## config.mk

```make
export PLATFORM = sky130hd
export DESIGN_NAME = line_rasterizer_pixel_address_top
export DESIGN_NICKNAME = d
export VERILOG_FILES = /design/src/lrpa_pkg.sv /design/src/lrpa_path.sv /design/src/lrpa_ctrl.sv /design/src/line_rasterizer_pixel_address_top.sv
export SDC_FILE = /design/constraint.sdc
export NUM_CORES = 1
export LEC_CHECK = 0
export BUFFER_PORTS_ARGS = -buffer_cell sky130_fd_sc_hd__buf_4
export CORE_MARGIN = 1
export CORE_UTILIZATION = 36
export CTS_BUF_LIST = sky130_fd_sc_hd__clkbuf_4 sky130_fd_sc_hd__clkbuf_8
export DETAILED_ROUTE_END_ITERATION = 10
export GPL_TIMING_DRIVEN = 0
export PLACE_DENSITY_LB_ADDON = 0.05
export SYNTH_ARGS = -nofsm -noshare
export SYNTH_HDL_FRONTEND = slang
export SYNTH_HIERARCHICAL = 1
export SYNTH_SLANG_ARGS = --single-unit
```

## constraint.sdc

```tcl
create_clock -name i_clk -period 16.24 [get_ports i_clk]
set_clock_uncertainty 0.1 [all_clocks]
set_input_delay 2.436 -clock i_clk [delete_from_list [all_inputs] [get_ports i_clk]]
set_output_delay 2.436 -clock i_clk [all_outputs]
set_load 0.01 [all_outputs]
```

## src/lrpa_pkg.sv

```systemverilog
`timescale 1ns / 1ps
`default_nettype none
package lrpa_pkg;

    localparam int COORD_BITS = 8;
    localparam int DIFF_W     = COORD_BITS + 2;
    localparam int DEC_W      = 12;
    localparam int STR_W      = 10;
    localparam int DIAG_W     = 11;
    localparam int ADDR_W     = 16;
    localparam int BPR_W      = 8;
    localparam int PPB_W      = 4;
    localparam int BIT_W      = 3;
    localparam int CFG_IDX_W  = 2;
    localparam int CFG_DATA_W = 16;
    localparam int DIV_CNT_W  = $clog2(COORD_BITS);

    localparam logic [CFG_IDX_W-1:0] REG_FRAME_BASE = 2'd0;
    localparam logic [CFG_IDX_W-1:0] REG_BYTES_ROW  = 2'd1;
    localparam logic [CFG_IDX_W-1:0] REG_PIX_BYTE   = 2'd2;

    localparam logic [ADDR_W-1:0] FRAME_BASE_RST = 16'd0;
    localparam logic [BPR_W-1:0]  BYTES_ROW_RST  = 8'd40;
    localparam logic [PPB_W-1:0]  PIX_BYTE_RST   = 4'd6;

    localparam logic OP_START = 1'b0;
    localparam logic OP_STEP  = 1'b1;

    typedef struct packed {
        logic                  operation;
        logic [COORD_BITS-1:0] start_x;
        logic [COORD_BITS-1:0] start_y;
        logic [COORD_BITS-1:0] end_x;
        logic [COORD_BITS-1:0] end_y;
    } t_in_word;

    typedef struct packed {
        logic [COORD_BITS-1:0] pixel_x;
        logic [COORD_BITS-1:0] pixel_y;
        logic [ADDR_W-1:0]     byte_address;
        logic [BIT_W-1:0]      bit_index;
        logic                  last;
    } t_out_word;

    typedef struct packed {
        logic load_start;
        logic load_step;
        logic div_init;
        logic div_step;
        logic out_load;
    } t_cmd;

    typedef struct packed {
        logic drawing;
        logic out_free;
    } t_sts;

endpackage
`default_nettype wire

```

## src/lrpa_path.sv

```systemverilog
`timescale 1ns / 1ps
`default_nettype none
module lrpa_path (
    input  wire                                 i_clk,
    input  wire                                 i_rst_n,
    input  wire                                 i_cfg_we,
    input  wire  [lrpa_pkg::CFG_IDX_W-1:0]      i_cfg_index,
    input  wire  [lrpa_pkg::CFG_DATA_W-1:0]     i_cfg_data,
    input  lrpa_pkg::t_in_word                  i_in_word,
    input  lrpa_pkg::t_cmd                      i_cmd,
    output lrpa_pkg::t_sts                      o_sts,
    output lrpa_pkg::t_out_word                 o_out_word,
    output logic                                o_valid,
    input  wire                                 i_ready
);

    localparam int CB = lrpa_pkg::COORD_BITS;
    localparam int DW = lrpa_pkg::DIFF_W;
    localparam int EW = lrpa_pkg::DEC_W;
    localparam int PW = lrpa_pkg::PPB_W;

    // configuration
    logic [lrpa_pkg::ADDR_W-1:0] r_base;
    logic [lrpa_pkg::BPR_W-1:0]  r_bpr;
    logic [PW-1:0]               r_ppb;

    // walk state
    logic                                r_drawing;
    logic                                r_swapped;
    logic                                r_down;
    logic [CB-1:0]                       r_major;
    logic [CB-1:0]                       r_minor;
    logic [CB-1:0]                       r_limit;
    logic                                r_last;
    logic signed [EW-1:0]                r_dec;
    logic signed [lrpa_pkg::STR_W-1:0]   r_str;
    logic signed [lrpa_pkg::DIAG_W-1:0]  r_diag;

    // divider
    logic [CB-1:0] r_quo;
    logic [PW-1:0] r_rem;

    logic                 r_out_valid;
    lrpa_pkg::t_out_word  r_out;

    // setup
    logic signed [DW-1:0] w_sx, w_sy, w_ex, w_ey;
    logic signed [DW-1:0] w_dx, w_dy, w_adx, w_ady;
    logic                 w_steep;
    logic signed [DW-1:0] w_p0, w_q0, w_p1, w_q1;
    logic signed [DW-1:0] w_p0o, w_q0o, w_p1o, w_q1o;
    logic signed [DW-1:0] w_dmaj, w_dmin;
    logic                 w_down;
    logic signed [EW-1:0] w_min_e, w_maj_e, w_dec0, w_diag_e;

    always_comb begin
        w_sx    = $signed({2'b00, i_in_word.start_x});
        w_sy    = $signed({2'b00, i_in_word.start_y});
        w_ex    = $signed({2'b00, i_in_word.end_x});
        w_ey    = $signed({2'b00, i_in_word.end_y});
        w_dx    = w_ex - w_sx;
        w_dy    = w_ey - w_sy;
        w_adx   = (w_dx < 0) ? -w_dx : w_dx;
        w_ady   = (w_dy < 0) ? -w_dy : w_dy;
        w_steep = w_ady > w_adx;
        w_p0    = w_steep ? w_sy : w_sx;
        w_q0    = w_steep ? w_sx : w_sy;
        w_p1    = w_steep ? w_ey : w_ex;
        w_q1    = w_steep ? w_ex : w_ey;
        // order endpoints so the major coordinate rises
        if (w_p1 < w_p0) begin
            w_p0o = w_p1;
            w_q0o = w_q1;
            w_p1o = w_p0;
            w_q1o = w_q0;
        end else begin
            w_p0o = w_p0;
            w_q0o = w_q0;
            w_p1o = w_p1;
            w_q1o = w_q1;
        end
        w_dmaj   = w_p1o - w_p0o;
        w_dmin   = w_q1o - w_q0o;
        w_down   = w_dmin <= 0;
        w_min_e  = EW'(w_dmin);
        w_maj_e  = EW'(w_dmaj);
        w_dec0   = w_down ? ((w_min_e <<< 1) + w_maj_e) : ((w_min_e <<< 1) - w_maj_e);
        w_diag_e = w_down ? ((w_min_e + w_maj_e) <<< 1) : ((w_min_e - w_maj_e) <<< 1);
    end

    // step
    logic                 w_straight;
    logic signed [EW-1:0] w_dec_next;
    logic [CB-1:0]        w_minor_next;
    logic [CB-1:0]        w_major_next;

    always_comb begin
        w_straight   = r_down ? !r_dec[EW-1] : (r_dec <= 0);
        w_dec_next   = r_dec + (w_straight ? EW'(r_str) : EW'(r_diag));
        w_minor_next = w_straight ? r_minor
                     : (r_down ? r_minor - CB'(1) : r_minor + CB'(1));
        w_major_next = r_major + CB'(1);
    end

    // pixel and address
    logic [CB-1:0]               w_x, w_y;
    logic [PW-1:0]               w_ppb;
    logic [PW:0]                 w_trial;
    logic                        w_ge;
    logic [PW:0]                 w_diff;
    logic [lrpa_pkg::ADDR_W-1:0] w_prod;
    logic [lrpa_pkg::ADDR_W-1:0] w_addr;
    logic [PW-1:0]               w_bit;

    always_comb begin
        w_x     = r_swapped ? r_minor : r_major;
        w_y     = r_swapped ? r_major : r_minor;
        w_ppb   = (r_ppb == '0) ? PW'(1) : r_ppb;
        w_trial = {r_rem, r_quo[CB-1]};
        w_ge    = w_trial >= {1'b0, w_ppb};
        w_diff  = w_trial - {1'b0, w_ppb};
        w_prod  = lrpa_pkg::ADDR_W'(r_bpr) * lrpa_pkg::ADDR_W'(w_y);
        w_addr  = r_base + w_prod + lrpa_pkg::ADDR_W'(r_quo);
        w_bit   = w_ppb - PW'(1) - r_rem;
    end

    always_ff @(posedge i_clk) begin
        if (!i_rst_n) begin
            r_base <= lrpa_pkg::FRAME_BASE_RST;
            r_bpr  <= lrpa_pkg::BYTES_ROW_RST;
            r_ppb  <= lrpa_pkg::PIX_BYTE_RST;
        end else if (i_cfg_we) begin
            case (i_cfg_index)
                lrpa_pkg::REG_FRAME_BASE: r_base <= i_cfg_data[lrpa_pkg::ADDR_W-1:0];
                lrpa_pkg::REG_BYTES_ROW:  r_bpr  <= i_cfg_data[lrpa_pkg::BPR_W-1:0];
                lrpa_pkg::REG_PIX_BYTE:   r_ppb  <= i_cfg_data[PW-1:0];
                default: ;
            endcase
        end
    end

    always_ff @(posedge i_clk) begin
        if (!i_rst_n) begin
            r_drawing <= 1'b0;
        end else if (i_cmd.load_start) begin
            r_drawing <= w_p0o != w_p1o;
        end else if (i_cmd.load_step) begin
            r_drawing <= w_major_next != r_limit;
        end
    end

    always_ff @(posedge i_clk) begin
        if (i_cmd.load_start) begin
            r_swapped <= w_steep;
            r_down    <= w_down;
            r_major   <= w_p0o[CB-1:0];
            r_minor   <= w_q0o[CB-1:0];
            r_limit   <= w_p1o[CB-1:0];
            r_last    <= w_p0o == w_p1o;
            r_dec     <= w_dec0;
            r_str     <= w_dmin <<< 1;
            r_diag    <= lrpa_pkg::DIAG_W'(w_diag_e);
        end else if (i_cmd.load_step) begin
            r_major   <= w_major_next;
            r_minor   <= w_minor_next;
            r_last    <= w_major_next == r_limit;
            r_dec     <= w_dec_next;
        end
    end

    // restoring divide of x by the pixels per byte, one quotient bit a cycle
    always_ff @(posedge i_clk) begin
        if (i_cmd.div_init) begin
            r_quo <= w_x;
            r_rem <= '0;
        end else if (i_cmd.div_step) begin
            r_quo <= {r_quo[CB-2:0], w_ge};
            r_rem <= w_ge ? w_diff[PW-1:0] : w_trial[PW-1:0];
        end
    end

    always_ff @(posedge i_clk) begin
        if (!i_rst_n) begin
            r_out_valid <= 1'b0;
        end else if (i_cmd.out_load) begin
            r_out_valid <= 1'b1;
        end else if (i_ready) begin
            r_out_valid <= 1'b0;
        end
    end

    always_ff @(posedge i_clk) begin
        if (i_cmd.out_load) begin
            r_out.pixel_x      <= w_x;
            r_out.pixel_y      <= w_y;
            r_out.byte_address <= w_addr;
            r_out.bit_index    <= w_bit[lrpa_pkg::BIT_W-1:0];
            r_out.last         <= r_last;
        end
    end

    assign o_sts.drawing  = r_drawing;
    assign o_sts.out_free = !r_out_valid || i_ready;
    assign o_valid        = r_out_valid;
    assign o_out_word     = r_out;

endmodule
`default_nettype wire

```

## src/lrpa_ctrl.sv

```systemverilog
`timescale 1ns / 1ps
`default_nettype none
module lrpa_ctrl (
    input  wire             i_clk,
    input  wire             i_rst_n,
    input  wire             i_valid,
    input  wire             i_operation,
    output logic            o_ready,
    input  lrpa_pkg::t_sts  i_sts,
    output lrpa_pkg::t_cmd  o_cmd
);

    localparam logic [1:0] S_IDLE  = 2'd0;
    localparam logic [1:0] S_DINIT = 2'd1;
    localparam logic [1:0] S_DIV   = 2'd2;
    localparam logic [1:0] S_FIN   = 2'd3;

    localparam logic [lrpa_pkg::DIV_CNT_W-1:0] CNT_LAST =
        lrpa_pkg::DIV_CNT_W'(lrpa_pkg::COORD_BITS - 1);

    logic [1:0]                       r_state, n_state;
    logic [lrpa_pkg::DIV_CNT_W-1:0]   r_cnt, n_cnt;
    logic                             w_accept;

    always_comb begin
        o_ready  = r_state == S_IDLE;
        w_accept = i_valid && o_ready;

        o_cmd.load_start = w_accept && (i_operation == lrpa_pkg::OP_START);
        o_cmd.load_step  = w_accept && (i_operation == lrpa_pkg::OP_STEP) && i_sts.drawing;
        o_cmd.div_init   = r_state == S_DINIT;
        o_cmd.div_step   = r_state == S_DIV;
        o_cmd.out_load   = (r_state == S_FIN) && i_sts.out_free;

        n_state = r_state;
        n_cnt   = r_cnt;
        case (r_state)
            S_IDLE: begin
                // a step with no line running is dropped
                if (o_cmd.load_start || o_cmd.load_step) begin
                    n_state = S_DINIT;
                end
            end
            S_DINIT: begin
                n_state = S_DIV;
                n_cnt   = '0;
            end
            S_DIV: begin
                n_cnt = r_cnt + lrpa_pkg::DIV_CNT_W'(1);
                if (r_cnt == CNT_LAST) begin
                    n_state = S_FIN;
                end
            end
            S_FIN: begin
                // hold until the output register frees up
                if (i_sts.out_free) begin
                    n_state = S_IDLE;
                end
            end
            default: n_state = S_IDLE;
        endcase
    end

    always_ff @(posedge i_clk) begin
        if (!i_rst_n) begin
            r_state <= S_IDLE;
            r_cnt   <= '0;
        end else begin
            r_state <= n_state;
            r_cnt   <= n_cnt;
        end
    end

`ifndef ASSERT_OFF
    a_cmd_onehot: assert property (@(posedge i_clk) disable iff (!i_rst_n)
        $onehot0({o_cmd.load_start, o_cmd.load_step, o_cmd.div_init,
                  o_cmd.div_step, o_cmd.out_load}))
        else $error("lrpa_ctrl: more than one command at once");

    a_load_to_div: assert property (@(posedge i_clk) disable iff (!i_rst_n)
        (o_cmd.load_start || o_cmd.load_step) |=> (r_state == S_DINIT))
        else $error("lrpa_ctrl: load not followed by divider init");

    a_div_done: assert property (@(posedge i_clk) disable iff (!i_rst_n)
        (r_state == S_DIV && r_cnt == CNT_LAST) |=> (r_state == S_FIN))
        else $error("lrpa_ctrl: divider did not finish on count");

    a_fin_hold: assert property (@(posedge i_clk) disable iff (!i_rst_n)
        (r_state == S_FIN && !i_sts.out_free) |=> (r_state == S_FIN))
        else $error("lrpa_ctrl: result lost while output full");
`endif

endmodule
`default_nettype wire

```

## src/line_rasterizer_pixel_address_top.sv

```systemverilog
// Channel | Direction | Handshake            | Word
// --------+-----------+----------------------+---------------------------------------
// input   | in        | i_valid / o_ready    | i_in_word  (operation, endpoints)
// output  | out       | o_valid / i_ready    | o_out_word (pixel, address, bit, last)
// config  | in        | i_cfg_we             | i_cfg_index, i_cfg_data
//
// Each word that yields a pixel runs through divider init, the bit-serial divide of x
// by the pixels per byte and the output load before the next input word is taken.
// A step word with no line running is taken and yields nothing.
// Reset is synchronous, active low; it clears the walk and restores register defaults.
// A stalled output holds its word; the next input word is taken meanwhile.
`timescale 1ns / 1ps
`default_nettype none
module line_rasterizer_pixel_address_top (
    input  wire                                 i_clk,
    input  wire                                 i_rst_n,
    input  wire                                 i_cfg_we,
    input  wire  [lrpa_pkg::CFG_IDX_W-1:0]      i_cfg_index,
    input  wire  [lrpa_pkg::CFG_DATA_W-1:0]     i_cfg_data,
    input  wire                                 i_valid,
    output logic                                o_ready,
    input  lrpa_pkg::t_in_word                  i_in_word,
    output logic                                o_valid,
    input  wire                                 i_ready,
    output lrpa_pkg::t_out_word                 o_out_word
);

    lrpa_pkg::t_cmd w_cmd;
    lrpa_pkg::t_sts w_sts;

    lrpa_ctrl u_ctrl (
        .i_clk       (i_clk),
        .i_rst_n     (i_rst_n),
        .i_valid     (i_valid),
        .i_operation (i_in_word.operation),
        .o_ready     (o_ready),
        .i_sts       (w_sts),
        .o_cmd       (w_cmd)
    );

    lrpa_path u_path (
        .i_clk       (i_clk),
        .i_rst_n     (i_rst_n),
        .i_cfg_we    (i_cfg_we),
        .i_cfg_index (i_cfg_index),
        .i_cfg_data  (i_cfg_data),
        .i_in_word   (i_in_word),
        .i_cmd       (w_cmd),
        .o_sts       (w_sts),
        .o_out_word  (o_out_word),
        .o_valid     (o_valid),
        .i_ready     (i_ready)
    );

endmodule
`default_nettype wire
```

==> impl_summary.md, run 1 <==
Run status
The flow ran to the end, and the final reports show no timing, DRC or antenna violations.

Critical path
The beginning of the critical path is i_in_word[8]. STA classifies the critical path endpoint as a flip-flop. The worst reg2reg path endpoint is u_path/o_out_word[19]$_DFFE_PP_. The arrival time reported for the critical path endpoint is 15.29 ns. The flop-to-flop setup slack is 9.17 ns.

The number of cells traversed by the worst register-to-register path is 26. The total buffers and inverters traversed by the critical path is 11. In this run the critical register-to-register path is launched from u_path/r_swapped$_DFFE_PP_.

The number of cells on the critical path is 63. The critical path ends at u_path/r_diag[10]$_DFFE_PP_. The cell family with the largest share of critical-path delay is compound AO/OA/AOI/OAI gates. The data required time at the worst endpoint is 16.32 ns.

Among the stages of the critical path, the cell type that occurs most often is sky130_fd_sc_hd__ha_1. On the worst path, the slowest cell contributes a delay of 0.43 ns. Along the worst path, the maximum fanout reaches 10. The critical path in this run is classified as input pin to flip-flop. STA classifies the critical path startpoint as an input pin. On the critical path, the stage with the largest delay is an instance of sky130_fd_sc_hd__or4_1.

Yosys
The number of enable-type register cells in the synthesized netlist is 102. Sequential elements use 28.2% of the synthesized area. The most used flip-flop cell after synthesis is sky130_fd_sc_hd__edfxtp_1. The number of instances in the synthesized netlist is 1,479. In this run the biggest area consumer among cell types represents 22.5% of the synthesized area.

Yosys attributes the largest share of cell area to sky130_fd_sc_hd__edfxtp_1 22%, sky130_fd_sc_hd__ha_1 13%, sky130_fd_sc_hd__fa_1 9.5%, sky130_fd_sc_hd__dfxtp_1 5.7%, sky130_fd_sc_hd__inv_1 4.7%. After synthesis, the netlist uses 85 different library cells. Summing every instance area after synthesis gives 13,600 um2. When the netlist entered floorplanning its net count stood at 1,747. The biggest area contributor in the post-synthesis netlist is sky130_fd_sc_hd__edfxtp_1. For this run, asynchronously set or reset flops after synthesis account for 0%. The mean cell area of the mapped netlist is 9.22 um2.

The post-synthesis register bit count is 141. The yosys synthesis warning count is 6.

Hold path
The path type of the worst min-delay path is flip-flop to flip-flop.

Routing
Once detail routing completed, the nets flagged for antenna violations numbered 0. The final route contains 10.6k vias. The total wire length is 36,900 um. The number of search-and-repair iterations in the first detailed-routing pass is 5. The first routing iteration left 425 violations.

After detailed routing, the number of remaining DRC violations is 0. In the routed layout, each cell is associated on average with a via count of 5.00. In the final routed layout, each cell accounts on average for 17.5 um.

Die
The die height is 197 um. During I/O placement, the number of pins put on the boundary was 94. The region available for standard cell placement spans 37,000 um2. The die area is 38,700 um2. The initial core utilization is 36.9%. The floorplan row count is 70. The die is 197 um wide.

Clocking
The maximum buffer depth of the clock tree is 2. The clock transition time at the flip-flop clock pins of the worst setup and hold paths is 0.09 ns. The tree built by TritonCTS fans out to 141 sinks. The root buffer selected by CTS is sky130_fd_sc_hd__clkbuf_8. The number of H-tree levels is 4. TritonCTS built the clock tree. The number of buffers inserted during clock tree synthesis is 17. Hold repair after CTS inserted 0 buffers. At the later pin of the worst-skew pair, clock insertion delay measures 0.47 ns.

Layout
The area growth from synthesis to layout is 14.0%. The number of fillers in the final layout is 3,712. The combined flip-flop and latch cell area is 3840 um2. The fraction of final layout cells sized beyond drive strength 1 is 13.8%.

The finished cells cover 15,600 um2. At the end of the flow the core is filled with cells to 42.1%. The antenna diode count is 0. The net count of the finished layout is 1,860. The area of combinational cells with multiple inputs is 9100 um2.

GRT
The total overflow left after global routing is 0. The via count of the first global-routing pass was 10.7k. Entering global routing, the biggest net connects 34 pins. The initial antenna violation count was 0.

The overall global routing resource usage is 19.8%. The wire length of the first global-routing pass is 58,900 um.

STA
The final critical-path required period is 15.21 ns. The peak clock frequency supported by timing is 0.0657 GHz. The number of endpoints failing setup at the final stage is 0.

Headroom to the max-slew limit came out at 39.6%. The number of max-slew violations in the final report came to 0. The final count of hold timing violations is 0. The setup total negative slack is 0 ns.

For the pin with the worst max-slew slack, the measured transition is 0.904 ns. The final critical-path share of the clock period is 93.7%. Setup repair after global routing left no endpoint under its margin.

Run
The max capacitance violation total is 0.

Placement
Once placement finished, the instance area stood at 15,000 um2. During placement, the flow inserted port buffers numbering 93. The placer's final routability congestion estimate is 0.807. The sum of net half-perimeters after detailed placement is 30,400 um.
==> metrics by stage <==
step	worst slack, ns	hold slack, ns	instances
after floorplan	1.67	0.300	1479
after global placement	-2.16	0.304	2076
after detailed placement	-2.24	0.307	2077
after CTS	0.0569	0.322	2109
after global routing	0.0609	0.341	2109
final	1.03	0.321	2109
==> routing by layer <==
metal / up-vias / routed length [um] / track usage (%)
met3: 33 / 1020 / 2.43
li1: 5348 / - / -
met4: 0 / 553 / 4.77
met2: 166 / 18000 / 34.7
met1: 5005 / 17300 / 25.9
met5: - / 0 / 0
==> sequential cells by signal, summed over array words and instances, names as in the netlist, 2 cells and up <==
| name | count |
|---|---|
| u_path/o_out_word | 36 |
| u_path/r_base | 16 |
| u_path/r_dec | 12 |
| u_path/r_diag | 10 |
| u_path/r_str | 9 |
| u_path/r_bpr | 8 |
| u_path/r_limit | 8 |
| u_path/r_major | 8 |
| u_path/r_minor | 8 |
| u_path/r_quo | 8 |
| u_path/r_ppb | 4 |
| u_path/r_rem | 4 |
| u_ctrl/r_cnt | 3 |
| u_ctrl/r_state | 2 |
==> worst reg2reg max path, stage by stage, from the launching register on <==
cell,delay [ns]
sky130_fd_sc_hd__edfxtp_1,0.33
sky130_fd_sc_hd__clkbuf_1,0.43
sky130_fd_sc_hd__buf_1,0.40
sky130_fd_sc_hd__nand2_1,0.09
sky130_fd_sc_hd__o21ai_1,0.48
sky130_fd_sc_hd__nand2_1,0.16
sky130_fd_sc_hd__fa_1,0.50
sky130_fd_sc_hd__fa_1,0.53
sky130_fd_sc_hd__inv_1,0.04
sky130_fd_sc_hd__ha_1,0.26
sky130_fd_sc_hd__inv_1,0.05
sky130_fd_sc_hd__fa_1,0.54
sky130_fd_sc_hd__inv_1,0.06
sky130_fd_sc_hd__fa_1,0.46
sky130_fd_sc_hd__ha_1,0.35
sky130_fd_sc_hd__a21oi_1,0.24
sky130_fd_sc_hd__o21bai_1,0.11
sky130_fd_sc_hd__a21oi_1,0.26
sky130_fd_sc_hd__o21bai_1,0.10
sky130_fd_sc_hd__a21oi_1,0.28
sky130_fd_sc_hd__o21bai_1,0.14
sky130_fd_sc_hd__a21oi_1,0.26
sky130_fd_sc_hd__o21bai_1,0.09
sky130_fd_sc_hd__a21oi_1,0.23
sky130_fd_sc_hd__o21bai_1,0.09
sky130_fd_sc_hd__a21oi_1,0.17
sky130_fd_sc_hd__xnor2_1,0.08
==> logic make-up after synthesis <==
group                    synth area share (%)
AND/OR/NAND/NOR                          13.9
AO/OA/AOI/OAI                            16.2
buffers and inverters                    6.10
adder cells (fa/ha/maj)                  23.0
flip-flops                               28.2
XOR/XNOR                                 6.77
multiplexers                             5.76
other                                  0.0551
==> cells in the final DEF, fill, tap and decap left out, types with 38 or more instances in the layout <==
master	synthesis	final
sky130_fd_sc_hd__a21oi_1	107	99
sky130_fd_sc_hd__buf_4	3	97
sky130_fd_sc_hd__dfxtp_1	39	39
sky130_fd_sc_hd__edfxtp_1	102	102
sky130_fd_sc_hd__fa_1	65	65
sky130_fd_sc_hd__ha_1	147	147
sky130_fd_sc_hd__inv_1	171	171
sky130_fd_sc_hd__mux2i_1	47	45
sky130_fd_sc_hd__nand2_1	150	150
sky130_fd_sc_hd__nor2_1	99	97
sky130_fd_sc_hd__nor2b_1	40	39
sky130_fd_sc_hd__o21ai_0	50	48
sky130_fd_sc_hd__o21bai_1	39	39
sky130_fd_sc_hd__xnor2_1	60	60
sky130_fd_sc_hd__xor2_1	39	38
==> Yosys cell counts, types with 26 or more instances <==
| cell type | n |
|---|---|
| sky130_fd_sc_hd__ha_1 | 147 |
| sky130_fd_sc_hd__o21ai_0 | 50 |
| sky130_fd_sc_hd__a21boi_0 | 26 |
| sky130_fd_sc_hd__mux2i_1 | 47 |
| sky130_fd_sc_hd__a21oi_1 | 107 |
| sky130_fd_sc_hd__clkbuf_1 | 31 |
| sky130_fd_sc_hd__fa_1 | 65 |
| sky130_fd_sc_hd__xor2_1 | 39 |
| sky130_fd_sc_hd__dfxtp_1 | 39 |
| sky130_fd_sc_hd__o21bai_1 | 39 |
| sky130_fd_sc_hd__nor2_1 | 99 |
| sky130_fd_sc_hd__mux2_2 | 26 |
| sky130_fd_sc_hd__nor2b_1 | 40 |
| sky130_fd_sc_hd__edfxtp_1 | 102 |
| sky130_fd_sc_hd__xnor2_1 | 60 |
| sky130_fd_sc_hd__nand2_1 | 150 |
| sky130_fd_sc_hd__inv_1 | 171 |
==> area by class of cell <==
| type | instances | area share (%) |
|---|---|---|
| well taps | 504 | 4.05 |
| plain buffers | 43 | 1.32 |
| multi-input cells | 1121 | 58.5 |
| clock inverters | 15 | 1.08 |
| flip-flops and latches | 141 | 24.7 |
| inverters | 173 | 4.17 |
| clock buffers | 17 | 1.50 |
| repair buffers | 95 | 4.67 |
==> worst min-delay path by stage <==
stage                       startpoint                             end  slack (ns)  depth (start not counted)
6_report       u_path/r_last$_DFFE_PN_  u_path/o_out_word[0]$_DFFE_PP_        0.32                          0
5_1_grt        u_path/r_last$_DFFE_PN_  u_path/o_out_word[0]$_DFFE_PP_        0.34                          0
4_1_cts        u_path/r_last$_DFFE_PN_  u_path/o_out_word[0]$_DFFE_PP_        0.32                          0
3_5_place_dp   u_path/r_last$_DFFE_PN_  u_path/o_out_word[0]$_DFFE_PP_        0.31                          0
3_3_place_gp   u_path/r_last$_DFFE_PN_  u_path/o_out_word[0]$_DFFE_PP_        0.30                          0
2_1_floorplan  u_path/r_last$_DFFE_PN_  u_path/o_out_word[0]$_DFFE_PP_        0.30                          0
==> repair_timing <==
| item | 4_1_cts | 5_1_grt |
|---|---|---|
| setup endpoints to repair | 5 | 3 |
| setup buffers | 0 | 1 |
| resized for setup | 14 | 29 |
| pin swaps | 0 | 1 |
Power of run 1 is not shown: default switching activity piles up to over one toggle a cycle in this logic, so the estimate is an artifact.
==> inputs of run 2 (changes only) <==
SYNTH_HIERARCHICAL = unset   (was 1)
==> run 2 against run 1 <==
Core utilization decreased by 0.44 points. Fmax decreased by 1.3%. Largest cell class unchanged. Highest routed layer unchanged. Area after synthesis increased by 2.4%.
==> impl_summary.md, run 2 <==
Yosys
The post-synthesis register bit count is 141 (unchanged). The cell taking the most area after synthesis is sky130_fd_sc_hd__edfxtp_1 (unchanged). The share of synthesized registers carrying an async set or reset is 0% (unchanged). The most used flip-flop cell after synthesis is sky130_fd_sc_hd__edfxtp_1 (unchanged). The number of enable-type register cells in the synthesized netlist is 102 (unchanged).

The area of the mapped netlist was 14,000 um2 (was 13,600 um2). The number of instances in the synthesized netlist is 1,529 (was 1,479). The mux cell area share after synthesis came to 6.51% (was 5.76%). The mean cell area of the mapped netlist was 9.13 um2 (was 9.22 um2). The most used standard cell by instance count after synthesis is sky130_fd_sc_hd__inv_1 (unchanged). The simple-gate portion of the synthesized area is 13.8% (was 13.9%). The main combinational cell family by area after synthesis is adder cells (unchanged). Synth area leaders: sky130_fd_sc_hd__edfxtp_1 22%, sky130_fd_sc_hd__ha_1 13%, sky130_fd_sc_hd__fa_1 9.3%, sky130_fd_sc_hd__dfxtp_1 5.6%, sky130_fd_sc_hd__inv_1 4.9% (was sky130_fd_sc_hd__edfxtp_1 22%, sky130_fd_sc_hd__ha_1 13%, sky130_fd_sc_hd__fa_1 9.5%, sky130_fd_sc_hd__dfxtp_1 5.7%, sky130_fd_sc_hd__inv_1 4.7%). The adder-cell share of the synthesized area is 23.1% (was 23.0%). The area share of the largest cell type after synthesis is 21.9% (was 22.5%). The yosys synthesis warning count came to 0 (was 6). Synth cell count leaders: 184 x sky130_fd_sc_hd__inv_1, 147 x sky130_fd_sc_hd__ha_1, 143 x sky130_fd_sc_hd__nand2_1 (was 171 x sky130_fd_sc_hd__inv_1, 150 x sky130_fd_sc_hd__nand2_1, 147 x sky130_fd_sc_hd__ha_1). The net count of the mapped netlist was 1,797 (was 1,747). The count of unique library cells instantiated by Yosys is 88 (was 85). The sequential-to-total area share from yosys stat is 27.5% (was 28.2%).

The fraction of synthesized cell area in xor and xnor cells is 7.24% (was 6.77%). The synthesized-area fraction occupied by ao, oa, aoi and oai cells is 15.3% (was 16.2%).

Placement
The total cell area at the placement stage is 15,300 um2 (was 15,000 um2). The number of port buffers is 92 (was 93). The placer's final routability congestion estimate is 0.917 (was 0.807). The sum of net half-perimeters after detailed placement came to 32,800 um (was 30,400 um).

Routing
The number of search-and-repair iterations in the first detailed-routing pass is 5 (unchanged). The number of DRC violations after detailed-routing iteration 0 came to 577 (was 425). The antenna violation net count after detailed routing is 0 (unchanged).

The number of vias per cell after detailed routing is 5.12 (was 5.00). The overall via count from detail_route is 11.1k (was 10.6k). The average wire per standard cell was 18.4 um (was 17.5 um). The total wire length was 39,900 um (was 36,900 um). The DRC violation count after routing came to 0 (unchanged).

STA
The number of endpoints failing setup at the final stage is 0 (unchanged). The number of max-slew violations in the final report is 0 (unchanged). The peak clock frequency supported by timing is 0.0649 GHz (was 0.0657 GHz).

The final worst hold slack is 0.368 ns (was 0.321 ns). The slew at the pin closest to its max-slew limit is 1.25 ns (was 0.904 ns). Unrepaired setup endpoints after global routing: false (unchanged).

The setup total negative slack was 0 ns (unchanged). The final count of hold timing violations came to 0 (unchanged). The final critical-path share of the clock period is 94.9% (was 93.7%).

The final critical-path required period is 15.41 ns (was 15.21 ns). The worst slew margin relative to its limit is 13.9% (was 39.6%).

Clocking
The number of H-tree levels is 4 (unchanged). The root buffer selected by CTS is sky130_fd_sc_hd__clkbuf_8 (unchanged). The maximum buffer depth of the clock tree is 2 (unchanged). The insertion delay to the later sink of the worst-skew pair is 0.46 ns (was 0.47 ns). The hold-fix buffer count after cts was 0 (unchanged).

The number of buffers inserted during clock tree synthesis is 17 (unchanged). The clock tree from TritonCTS is yes (unchanged). The total clock sinks was 141 (unchanged). The clock transition time at the flip-flop clock pins of the worst setup and hold paths came to 0.09 ns (about the same).

Layout
The layout net count is 1,909 (was 1,860). The flip-flop count of the largest register after layout came to 36 (unchanged). The antenna diode count came to 0 (unchanged).

The area growth from synthesis to layout is 13.1% (was 14.0%). The cell area after layout is 15,800 um2 (was 15,600 um2). Most frequent cells in the layout: 184 x sky130_fd_sc_hd__inv_1, 147 x sky130_fd_sc_hd__ha_1, 143 x sky130_fd_sc_hd__nand2_1, 128 x sky130_fd_sc_hd__a21oi_1, 102 x sky130_fd_sc_hd__edfxtp_1 (was 171 x sky130_fd_sc_hd__inv_1, 150 x sky130_fd_sc_hd__nand2_1, 147 x sky130_fd_sc_hd__ha_1, 102 x sky130_fd_sc_hd__edfxtp_1, 99 x sky130_fd_sc_hd__a21oi_1). The fraction of final layout cells sized beyond drive strength 1 is 12.8% (was 13.8%). The final standard cell utilization of the core is 41.6% (was 42.1%). The most common cell after layout, fill and taps aside was sky130_fd_sc_hd__inv_1 (unchanged).

GRT
The initial antenna violation count is 0 (unchanged). The maximum number of pins on one net before global-route repair is 37 (was 34). The total global routing overflow is 0 (unchanged). The overall global routing resource usage was 20.9% (was 19.8%). The via count of the first global-routing pass is 11.3k (was 10.7k). The wire length of the first global-routing pass was 62,700 um (was 58,900 um).

Critical path
The arrival time reported for the critical path endpoint was 15.51 ns (was 15.29 ns). The startpoint type of the worst setup path is an input pin (unchanged). The cell occurring most often along the worst timing path is sky130_fd_sc_hd__xnor2_1 (was sky130_fd_sc_hd__ha_1). The largest stage delay on the critical path is 0.52 ns (was 0.43 ns). The category of the critical setup timing path is input pin to flip-flop (unchanged). The data required time at the worst endpoint came to 16.34 ns (was 16.32 ns). The cell with the largest stage delay on the worst path is sky130_fd_sc_hd__or4_1 (unchanged). The total buffers and inverters traversed by the critical path is 12 (was 11).

The biggest fanout along the worst timing path is 19 (was 10). The cell family with the largest share of critical-path delay is compound AO/OA/AOI/OAI gates (unchanged). The endpoint class of the critical path is a flip-flop (unchanged).

Run
The max capacitance violation total is 0 (unchanged).

Die
The die area is 39,600 um2 (was 38,700 um2). The I/O pin total is 94 (unchanged). The area of the core region is 37,900 um2 (was 37,000 um2). The width of the die was 199 um (was 197 um). The floorplan row count was 71 (was 70).

The die height came to 199 um (was 197 um). The initial core utilization was 36.8% (was 36.9%).

Hold path
The path type of the worst min-delay path was flip-flop to flip-flop (unchanged).

Run status
Status: complete, no violations (unchanged).
[run 2: what timing repair did]
action / 4_1_cts / 5_1_grt
cloned: 0 / 0
setup endpoints to repair: 1 / 5
gates resized for setup: 1 / 18
setup buffers: 0 / 1
[run 2: final cells by class]
type                            count  area, um2
Timing Repair Buffer               95        738
Inverter                          188        707
Multi-Input combinational cell   1155       9270
Tap cell                          511        639
Clock inverter                      9        110
Sequential cell                   141       3840
Buffer                             43        201
Clock buffer                       23        292
Fill cell                        3823      22100
[run 2: kinds of logic after synthesis]
family | after synthesis
AO/OA/AOI/OAI | 340
XOR/XNOR | 112
adder cells (fa/ha/maj) | 221
buffers and inverters | 233
flip-flops | 141
multiplexers | 86
other | 2
AND/OR/NAND/NOR | 394
[run 2: per-layer routing]
metal | wire (um) | track usage [%] | vias to the layer above
met5 | 0 | 0 | -
met1 | 17900 | 26.0 | 5340
met2 | 20300 | 38.3 | 214
li1 | - | - | 5493
met4 | 665 | 5.67 | 0
met3 | 1030 | 1.73 | 31
[run 2: final timing paths]
kind | startpoint | to | slack, ns | cells past startpoint
max | i_in_word[8] | u_path.r_diag[10]$_DFFE_PP_ | 0.83 | 58
min | u_path.r_base[3]$_SDFFE_PN0P_ | u_path.r_base[3]$_SDFFE_PN0P_ | 0.37 | 2
min reg2reg | u_path.r_base[3]$_SDFFE_PN0P_ | u_path.r_base[3]$_SDFFE_PN0P_ | 0.37 | 2
max reg2reg | u_path.r_swapped$_DFFE_PP_ | u_path.o_out_word[19]$_DFFE_PP_ | 9.02 | 24
[run 2: stage by stage]
step / setup WS, ns / std cells
floorplan: 2.41 / 1529
global placement: -0.733 / 2132
detailed placement: -0.709 / 2134
CTS: 0.0412 / 2165
global route: 0.0121 / 2165
finish: 0.833 / 2165
[run 2: worst min-delay path: stages, from the launching register on]
cell,delay (ns)
sky130_fd_sc_hd__dfxtp_1,0.32
sky130_fd_sc_hd__nand2_1,0.05
sky130_fd_sc_hd__a21boi_0,0.06
Power of run 2 is left out for the same reason.
==> inputs of run 3 (changes only) <==
clock period = 13.85 ns   (was 16.24 ns; I/O delays follow)
==> run 3 against run 2 <==
Sequential share of layout area shrank 0.38 points. Wire length grew 0.73%. Final cell count grew 0.23%. Via count grew 0.22%. Register-to-register slack lost 2.4 ns. Worst hold slack is essentially flat. Count of clock-buffer cells in the layout is the same. Core utilization grew 0.67 points. Highest routed layer unchanged.
==> impl_summary.md, run 3 (synthesized netlist as in run 2, its figures left out) <==
Die
The die height is 199 um (unchanged). The floorplan row count is 71 (unchanged). The area of the core region is 37,900 um2 (unchanged).

The I/O pin total came to 94 (unchanged). The width of the die is 199 um (unchanged). The initial core utilization was 36.8% (unchanged). The die area is 39,600 um2 (unchanged).

STA
The final critical-path required period is 13.19 ns. The number of max-slew violations in the final report is 0 (unchanged). The worst slew margin relative to its limit is 11.8% (was 13.9%).

The final worst hold slack is 0.368 ns (about the same). The number of endpoints failing setup at the final stage was 0 (unchanged). The slew at the pin closest to its max-slew limit was 1.29 ns (was 1.25 ns). Dividing the final minimum period by the clock period gives 95.2%. Based on the critical path, the design can be clocked at up to 0.0758 GHz. The final count of hold timing violations came to 0 (unchanged).

Placement
The total cell area at the placement stage is 15,300 um2 (unchanged). The sum of net half-perimeters after detailed placement is 32,800 um (unchanged). The placer's final routability congestion estimate is 0.917 (unchanged). The number of port buffers was 92 (unchanged).

Layout
The area growth from synthesis to layout is 15.0% (was 13.1%). The most common cell after layout, fill and taps aside was sky130_fd_sc_hd__inv_1 (unchanged). The layout net count is 1,914 (was 1,909). The cell area after layout is 16,100 um2 (was 15,800 um2).

Most frequent cells in the layout: 182 x sky130_fd_sc_hd__inv_1, 145 x sky130_fd_sc_hd__ha_1, 142 x sky130_fd_sc_hd__nand2_1, 120 x sky130_fd_sc_hd__a21oi_1 (was 184 x sky130_fd_sc_hd__inv_1, 147 x sky130_fd_sc_hd__ha_1, 143 x sky130_fd_sc_hd__nand2_1, 128 x sky130_fd_sc_hd__a21oi_1, 102 x sky130_fd_sc_hd__edfxtp_1). The fraction of final layout cells sized beyond drive strength 1 was 14.6% (was 12.8%). The number of fillers in the final layout is 3,793 (was 3,823). The flip-flop count of the largest register after layout is 36 (unchanged).

The antenna diode count is 0 (unchanged).

GRT
The initial antenna violation count is 0 (unchanged). The most congested layer reported by global routing is met2 (unchanged). The maximum number of pins on one net before global-route repair came to 37 (unchanged).

The met1 usage is 26.1% (was 26.0%). The total global routing overflow was 0 (unchanged). The routing usage on met3 came to 1.83% (was 1.73%). The via count of the first global-routing pass is 11.3k (about the same). The overall global routing resource usage came to 21.0% (was 20.9%). The wire length of the first global-routing pass is 63,000 um (was 62,700 um). The met2 layer usage reported by global route is 38.5% (was 38.3%).

Clocking
The hold-fix buffer count after cts was 0 (unchanged). The maximum buffer depth of the clock tree came to 2 (unchanged). The insertion delay to the later sink of the worst-skew pair is 0.46 ns (about the same). The root buffer selected by CTS is sky130_fd_sc_hd__clkbuf_8 (unchanged). The clock transition time at the flip-flop clock pins of the worst setup and hold paths is 0.09 ns (about the same). The number of H-tree levels is 4 (unchanged). The total clock sinks is 141 (unchanged). The clock tree from TritonCTS is yes (unchanged). The number of buffers inserted during clock tree synthesis is 17 (unchanged).

Routing
The number of vias per cell after detailed routing is 5.12 (about the same). The DRC violation count after routing was 0 (unchanged). The antenna violation net count after detailed routing is 0 (unchanged). The number of DRC violations after detailed-routing iteration 0 is 540 (was 577). The number of search-and-repair iterations in the first detailed-routing pass is 5 (unchanged). The average wire per standard cell is 18.5 um (was 18.4 um).

The total wire length is 40,200 um (was 39,900 um). The overall via count from detail_route is 11.1k (about the same).

Critical path
The beginning of the critical path was i_in_word[0] (was i_in_word[8]). The startpoint type of the worst setup path is an input pin (unchanged). The arrival time reported for the critical path endpoint is 13.30 ns (was 15.51 ns). The category of the critical setup timing path is input pin to flip-flop (unchanged). The flop-to-flop setup slack is 6.63 ns (was 9.02 ns). The cell occurring most often along the worst timing path was sky130_fd_sc_hd__a21oi_2 (was sky130_fd_sc_hd__xnor2_1).

The cell with the largest stage delay on the worst path is sky130_fd_sc_hd__or4_1 (unchanged). The data required time at the worst endpoint came to 13.95 ns (was 16.34 ns). The endpoint class of the critical path is a flip-flop (unchanged). The worst reg2reg path startpoint was u_path.r_swapped$_DFFE_PP_ (unchanged).

The biggest fanout along the worst timing path is 19 (unchanged). The largest stage delay on the critical path is 0.50 ns (was 0.52 ns).

Run status
Status: complete, no violations (unchanged).

Hold path
The path type of the worst min-delay path is flip-flop to flip-flop (unchanged). The hold path startpoint is u_path.r_base[3]$_SDFFE_PN0P_ (unchanged).

Run
The max capacitance violation total came to 0 (unchanged).
run 3: cell count changes in the layout (fill, tap and decap cells not counted), sizes merged:
cell	delta
buf	+7
clkbuf	-2
run 3: layer usage:
metal  vias to the layer above  part of all wire, %
met2                       222                   51
met3                        39                  2.6
met5                         -                    0
met1                      5339                   45
li1                       5502                    -
met4                         0                  1.9
run 3: critical path, delay by kind of cell:
kind / cells / cell delay (ns)
buffers and inverters: 11 / 1.83
adders and majority gates: 7 / 2.25
xor gates and xnor gates: 5 / 0.91
AOI/OAI and AO/OA: 27 / 4.65
and+or+nand+nor: 10 / 1.52
run 3: layout make-up:
type | instances | area [um2] | area share, %
multi-input cells | 1155 | 9400 | 58.6
flip-flops and latches | 141 | 3840 | 23.9
repair buffers | 101 | 796 | 4.96
inverters | 188 | 712 | 4.44
well taps | 511 | 639 | 3.98
clock buffers | 23 | 292 | 1.82
plain buffers | 42 | 255 | 1.59
clock inverters | 9 | 110 | 0.686
run 3: per-stage QoR:
step                util (%)  setup WS (ns)  std cells  TNS, ns
finish                  42.3          0.658       2170        0
global route            42.3        -0.0229       2170  -0.0229
CTS                     41.9         0.0302       2165        0
detailed placement      40.5          -2.74       2134   -25.36
global placement        40.3          -2.76       2132   -26.03
floorplan                  -          0.383       1529        0
run 3: repair_timing:
action / in CTS / in global routing
cloned: 0 / 0
setup endpoints to repair: 20 / 4
pin swaps: 1 / 6
setup buffers: 2 / 5
gates resized for setup: 38 / 30
run 3: worst paths after layout:
path,endpoint,cells after the start
setup reg to reg,u_path.o_out_word[19]$_DFFE_PP_,24
hold reg to reg,u_path.r_base[3]$_SDFFE_PN0P_,2
setup / recovery,u_path.r_diag[10]$_DFFE_PP_,60
hold / removal,u_path.r_base[3]$_SDFFE_PN0P_,2
Power of run 3 is left out for the same reason.
